**src/design/weighted_centroid_quantile_sketch_assert.svh**
```systemverilog
// Assertion macros used by the sketch top level
`ifndef WEIGHTED_CENTROID_QUANTILE_SKETCH_ASSERT_SVH
`define WEIGHTED_CENTROID_QUANTILE_SKETCH_ASSERT_SVH
`ifndef NO_ASSERTIONS
`define WCQS_ASSERT_IMP(lbl, ante, cons, msg) \
  lbl: assert property (@(posedge clk_i) disable iff (!rst_ni) (ante) |-> (cons)) \
    else $error(msg);
`define WCQS_ASSERT_NXT(lbl, ante, cons, msg) \
  lbl: assert property (@(posedge clk_i) disable iff (!rst_ni) (ante) |=> (cons)) \
    else $error(msg);
`else
`define WCQS_ASSERT_IMP(lbl, ante, cons, msg)
`define WCQS_ASSERT_NXT(lbl, ante, cons, msg)
`endif
`endif

```
**src/design/wcqs_pkg.sv**
```systemverilog
// Shared types and constants of the quantile sketch
package wcqs_pkg;

  localparam int CapacityDef = 64;
  localparam int MeanW       = 32;
  localparam int WtW         = 48;
  localparam int SmpWtW      = 32;
  localparam int PctW        = 17;
  localparam int ModeW       = 2;
  localparam int InDataW     = 88;
  localparam int TotW        = WtW + 1;
  localparam int MulSplit    = 24;
  localparam int MulAW       = MeanW + 2;
  localparam int MulBW       = TotW - MulSplit;
  localparam int AccW        = 84;
  localparam int DivQW       = 32;
  localparam int DivNumW     = TotW + DivQW;
  localparam int TgtW        = WtW + PctW;
  localparam int EntW        = MeanW + WtW;

  localparam logic [ModeW-1:0] ModeStd  = 2'd1;
  localparam logic [ModeW-1:0] ModeAggr = 2'd2;

  localparam logic RegMode = 1'b0;
  localparam logic RegThr  = 1'b1;

  typedef enum logic [4:0] {
    OP_NOP, OP_LOAD, OP_QSTART, OP_RD_IDX, OP_Q_EV, OP_GSTART, OP_G_EV, OP_G_DEC,
    OP_CSTD, OP_C_LD0, OP_C_EV, OP_MAC_T0, OP_MAC_T1, OP_MAC_M0, OP_MAC_M1,
    OP_MAC_M2, OP_MAC_M3, OP_DIV_START, OP_C_MRG, OP_C_WR, OP_C_FIN, OP_I_START,
    OP_RD_PREV, OP_I_SHIFT, OP_I_PUT, OP_S_START, OP_S_EV, OP_S_FIN
  } dp_op_e;

  typedef enum logic [5:0] {
    ST_IDLE, ST_DISP, ST_Q_MUL, ST_Q_RD, ST_Q_EV, ST_G_START, ST_G_RD, ST_G_EV,
    ST_G_DEC, ST_C_SET, ST_C_RD0, ST_C_LD0, ST_C_RD, ST_C_EV, ST_C_T0, ST_C_T1,
    ST_C_TCHK, ST_C_M0, ST_C_M1, ST_C_M2, ST_C_M3, ST_C_DIV, ST_C_DIVW, ST_C_MRG,
    ST_C_WR, ST_C_FIN, ST_C_POST, ST_I_START, ST_I_CHK, ST_I_EV, ST_I_PUT,
    ST_S_START, ST_S_RD, ST_S_EV, ST_DONE
  } state_e;

  typedef struct packed {
    logic cmd;
    logic wzero;
    logic used_zero;
    logic full;
    logic idx_zero;
    logic idx_eq_used;
    logic idx_last;
    logic q_hit;
    logic i_ge;
    logic ok_nw;
    logic ok_w;
    logic use_w;
    logic div_busy;
  } dp_stat_t;

endpackage

```
**src/design/wcqs_ctrl.sv**
```systemverilog
// Sequencer of the sketch: one item at a time
module wcqs_ctrl import wcqs_pkg::*; (
  input  logic             clk_i,
  input  logic             rst_ni,
  input  logic             s_valid_i,
  input  logic             out_free_i,
  input  logic [ModeW-1:0] mode_i,
  input  dp_stat_t         stat_i,
  output logic             s_ready_o,
  output logic             out_load_o,
  output dp_op_e           op_o
);

  state_e state_q, state_d;

  always_ff @(posedge clk_i or negedge rst_ni) begin
    if (!rst_ni) begin
      state_q <= ST_IDLE;
    end else begin
      state_q <= state_d;
    end
  end

  always_comb begin
    state_d = state_q;
    case (state_q)
      ST_IDLE:    if (s_valid_i) state_d = ST_DISP;
      ST_DISP: begin
        if (stat_i.cmd) begin
          state_d = stat_i.used_zero ? ST_DONE : ST_Q_MUL;
        end else if (stat_i.wzero) begin
          state_d = ST_DONE;
        end else if (!stat_i.full) begin
          state_d = ST_I_START;
        end else if (mode_i == ModeStd) begin
          state_d = ST_C_SET;
        end else if (mode_i == ModeAggr) begin
          state_d = ST_G_START;
        end else begin
          state_d = ST_S_START;
        end
      end
      ST_Q_MUL:   state_d = ST_Q_RD;
      ST_Q_RD:    state_d = ST_Q_EV;
      ST_Q_EV:    state_d = (stat_i.idx_last || stat_i.q_hit) ? ST_DONE : ST_Q_RD;
      ST_G_START: state_d = ST_G_RD;
      ST_G_RD:    state_d = ST_G_EV;
      ST_G_EV:    state_d = stat_i.idx_last ? ST_G_DEC : ST_G_RD;
      ST_G_DEC:   state_d = ST_C_RD0;
      ST_C_SET:   state_d = ST_C_RD0;
      ST_C_RD0:   state_d = ST_C_LD0;
      ST_C_LD0:   state_d = ST_C_RD;
      ST_C_RD:    state_d = ST_C_EV;
      ST_C_EV:    state_d = ST_C_T0;
      ST_C_T0: begin
        if (stat_i.use_w) begin
          state_d = ST_C_T1;
        end else begin
          state_d = stat_i.ok_nw ? ST_C_M0 : ST_C_WR;
        end
      end
      ST_C_T1:    state_d = ST_C_TCHK;
      ST_C_TCHK:  state_d = stat_i.ok_w ? ST_C_M0 : ST_C_WR;
      ST_C_M0:    state_d = ST_C_M1;
      ST_C_M1:    state_d = ST_C_M2;
      ST_C_M2:    state_d = ST_C_M3;
      ST_C_M3:    state_d = ST_C_DIV;
      ST_C_DIV:   state_d = ST_C_DIVW;
      ST_C_DIVW:  if (!stat_i.div_busy) state_d = ST_C_MRG;
      ST_C_MRG,
      ST_C_WR:    state_d = stat_i.idx_last ? ST_C_FIN : ST_C_RD;
      ST_C_FIN:   state_d = ST_C_POST;
      ST_C_POST:  state_d = stat_i.full ? ST_S_START : ST_I_START;
      ST_I_START: state_d = ST_I_CHK;
      ST_I_CHK:   state_d = stat_i.idx_zero ? ST_I_PUT : ST_I_EV;
      ST_I_EV:    state_d = stat_i.i_ge ? ST_I_CHK : ST_I_PUT;
      ST_I_PUT:   state_d = ST_S_START;
      ST_S_START: state_d = ST_S_RD;
      ST_S_RD:    state_d = stat_i.idx_eq_used ? ST_DONE : ST_S_EV;
      ST_S_EV:    state_d = ST_S_RD;
      ST_DONE:    if (out_free_i) state_d = ST_IDLE;
      default:    state_d = ST_IDLE;
    endcase
  end

  always_comb begin
    s_ready_o  = 1'b0;
    out_load_o = 1'b0;
    op_o       = OP_NOP;
    case (state_q)
      ST_IDLE: begin
        s_ready_o = 1'b1;
        if (s_valid_i) op_o = OP_LOAD;
      end
      ST_Q_MUL:   op_o = OP_QSTART;
      ST_Q_RD,
      ST_G_RD,
      ST_C_RD0,
      ST_C_RD:    op_o = OP_RD_IDX;
      ST_Q_EV:    op_o = OP_Q_EV;
      ST_G_START: op_o = OP_GSTART;
      ST_G_EV:    op_o = OP_G_EV;
      ST_G_DEC:   op_o = OP_G_DEC;
      ST_C_SET:   op_o = OP_CSTD;
      ST_C_LD0:   op_o = OP_C_LD0;
      ST_C_EV:    op_o = OP_C_EV;
      ST_C_T0:    op_o = OP_MAC_T0;
      ST_C_T1:    op_o = OP_MAC_T1;
      ST_C_M0:    op_o = OP_MAC_M0;
      ST_C_M1:    op_o = OP_MAC_M1;
      ST_C_M2:    op_o = OP_MAC_M2;
      ST_C_M3:    op_o = OP_MAC_M3;
      ST_C_DIV:   op_o = OP_DIV_START;
      ST_C_MRG:   op_o = OP_C_MRG;
      ST_C_WR:    op_o = OP_C_WR;
      ST_C_FIN:   op_o = OP_C_FIN;
      ST_I_START: op_o = OP_I_START;
      ST_I_CHK:   op_o = stat_i.idx_zero ? OP_NOP : OP_RD_PREV;
      ST_I_EV:    op_o = stat_i.i_ge ? OP_I_SHIFT : OP_NOP;
      ST_I_PUT:   op_o = OP_I_PUT;
      ST_S_START: op_o = OP_S_START;
      ST_S_RD:    op_o = stat_i.idx_eq_used ? OP_S_FIN : OP_RD_IDX;
      ST_S_EV:    op_o = OP_S_EV;
      ST_DONE:    out_load_o = out_free_i;
      default:    op_o = OP_NOP;
    endcase
  end

endmodule

```
**config.mk**
```make
export PLATFORM = sky130hd
export DESIGN_NAME = wcqs_ctrl
export DESIGN_NICKNAME = d
export VERILOG_FILES = /design/src/design/weighted_centroid_quantile_sketch_assert.svh /design/src/design/wcqs_pkg.sv /design/src/design/wcqs_ctrl.sv
export SDC_FILE = /design/constraint.sdc
export NUM_CORES = 1
export LEC_CHECK = 0
export ABC_AREA = 1
export BUFFER_PORTS_ARGS = -buffer_cell sky130_fd_sc_hd__buf_2
export CORE_MARGIN = 10
export CORE_UTILIZATION = 58
export DETAILED_ROUTE_END_ITERATION = 10
export HOLD_SLACK_MARGIN = 0.06
export PLACE_DENSITY = 0.85
export SLEW_MARGIN = 20
export SYNTH_ARGS = -nofsm -noshare
export SYNTH_HDL_FRONTEND = slang
export SYNTH_SLANG_ARGS = --single-unit
```
**constraint.sdc**
```tcl
create_clock -name clk_i -period 2.4 [get_ports clk_i]
set_input_delay 0.36 -clock clk_i [delete_from_list [all_inputs] [get_ports clk_i]]
set_output_delay 0.36 -clock clk_i [all_outputs]
set_load 0.05 [all_outputs]
```
==> flow_summary.toml <==
[sta]
finalHoldViolCount = 0
holdWs_ns = 0.457
tightest_slew_ns = 0.405
rsz0062_at_grt = "false"
drv_slew = 0
tns_ns = 0
setup_viol = 0
period_minus_slack_ns = 2.26
clock_skew_ns = 0.00737
post-route-period-util_pct = 94.4
timing.fmax_mhz = 442
slew_headroom_pct = 72.9

[pwr]
p_leak_uw = 0.000836
ir_drop_uv = 901
p_per_area_nw_per_um2 = 1120

[clocking]
cts_inserted_buffers = 3
cts_root_buffer = "clkbuf_4"
cts_tree = "built"
path_clk_slew_ns = 0.05
clock_path_buffers = 2
insertion_delay_ns = 0.26
cts.sinks = 6
htree_levels = 1
postCtsSetupRepairBufs = 0

[final_layout]
instances_no_fill = 266
top_register = "state_q"
largest_register_ffs = 6
drive_gt1_share_pct = 17.8
fill_cells = 176
reg.largest.list = "state_q x6"
finish.utilization_pct = 74.5
area_growth_pct = 18.8
fin_nets = 264
diodes = 0

[worst_setup_path]
worstPathRequired_ns = 2.04
cp_data_arrival_time_ns = 1.90
reg2reg_slack_ns = 0.67
cp_max_fo = 20
start_kind = "register"
crit_type = "reg -> out"
crit_path_end_kind = "output port"

[job]
drv_cap = 0

[logic_synthesis]
synth.area.top_cells = "nand2_1 18%, nand3_1 16%, dfrtp_1 14%"
synth-seq-cells = 6
yosysSeqAreaShare_pct = 13.6
ys_async_sr_fraction_pct = 100
netlist_area_um2 = 1110
ys_types = 23
synth_flop_cell = "dfrtp_1"
synth_most_common_cell = "nand2_1"
synthCells = 214
synth_edf_count = 0
yosysTopAreaCellShare_pct = 18.0
synthTopCellsByCount = "53 x nand2_1, 36 x nand3_1, 36 x nor2_1"
avgSynthCellArea_um2 = 5.17
yosys_warnings = 0
yosys.area.top_type = "nand2_1"
synth_fp_nets = 235

[die]
placementRows = 15
num_io_pins = 26
fp.dieW_um = 63.7
fp.dieH_um = 63.7
dieArea_um2 = 4060
coreArea_um2 = 1760
start_util_pct = 62.8

[placement]
gp_congestion = 1.08
dp.cells = 262
hpwl_um = 3310
port_buffers = 25

[detailed_routing]
wl_per_cell_um = 15.8
wl_um = 4200
viasPerCell = 6.24
antenna_left = 0
dr_total_vias = 1659
drcViolationCount = 0
firstDrtPassIters = 5
drt-initial-drc-count = 221

[outcome]
status = "complete, no violations"

[global_route]
grt_pass1_wl_um = 6710
grt_antenna_before_repair = 0
overflow = 0
grt_pass1_vias = 1514
grt_max_degree = 21
track_usage_pct = 19.6

[min_path]
hp-class = "in -> reg"
==> final cells by class <==
class                           instances  area (um^2)  share of cell area (%)
Inverter                               30          113                    8.56
Multi-Input combinational cell        173          836                    63.6
Timing Repair Buffer                   29          160                    12.2
Clock buffer                            3         22.5                    1.71
Sequential cell                         6          153                    11.6
Tap cell                               25         31.3                    2.38
==> layer usage <==
layer | track usage, % | wire, um
met1 | 23.4 | 1530
met3 | 7.42 | 682
met5 | 0 | 0
met4 | 11.5 | 192
met2 | 28.9 | 1800
==> power by group <==
part | switching, uW | total (uW) | leakage, uW | internal (uW)
registers | 50.2 | 193 | 0.0000751 | 143
logic | 863 | 1180 | 0.000747 | 312
clock network | 44.3 | 101 | 0.0000138 | 57.1
==> kinds of logic after synthesis <==
group,after synthesis,share of synthesized area (%)
and+or+nand+nor,152,61.7
buffers and inverters,35,12.7
AOI/OAI and AO/OA,19,9.83
DFF,6,13.6
adders and majority gates,2,2.26
==> critical path, cell delays in order, from the launching register on <==
cell	delay, ns
dfrtp_1	0.43
nor2_1	0.12
buf_4	0.24
nand3_1	0.15
o21ai_0	0.26
nor2_1	0.10
nand4_1	0.08
buf_2	0.26
==> per-stage QoR <==
stage	cell area, um^2	power [uW]	setup slack (ns)
2_1_floorplan	1110	1020	0.484
3_3_place_gp	1260	1280	0.464
3_5_place_dp	1260	1290	0.434
4_1_cts	1300	1400	0.158
5_1_grt	1320	1560	0.0132
6_report	1320	1470	0.135
==> worst paths after layout <==
check                      startpoint          to  cells after the start
setup / recovery           state_q[5]     op_o[4]                      7
min in group asynchronous      rst_ni  state_q[0]                      2
hold / removal              stat_i[0]  state_q[1]                      5
setup reg to reg           state_q[4]  state_q[1]                     11
hold reg to reg            state_q[4]  state_q[5]                      3
max in group asynchronous      rst_ni  state_q[2]                      2
==> cell usage in the layout, fill, tap and decap left out, types with 4 or more instances in the layout <==
cell type / count
nor3_1: 5
nand3_1: 36
nand4_1: 12
buf_4: 4
inv_1: 29
dfrtp_1: 4
o21ai_0: 7
nand2_1: 53
buf_2: 24
nor2_1: 35
a21oi_1: 5
==> repair_timing <==
item,in CTS,in global routing
setup endpoints to repair,0,1
hold buffers,1,0
endpoints found under the hold margin,6,0
resized for setup,0,8
Note: power is estimated with default switching activity, not from simulation.
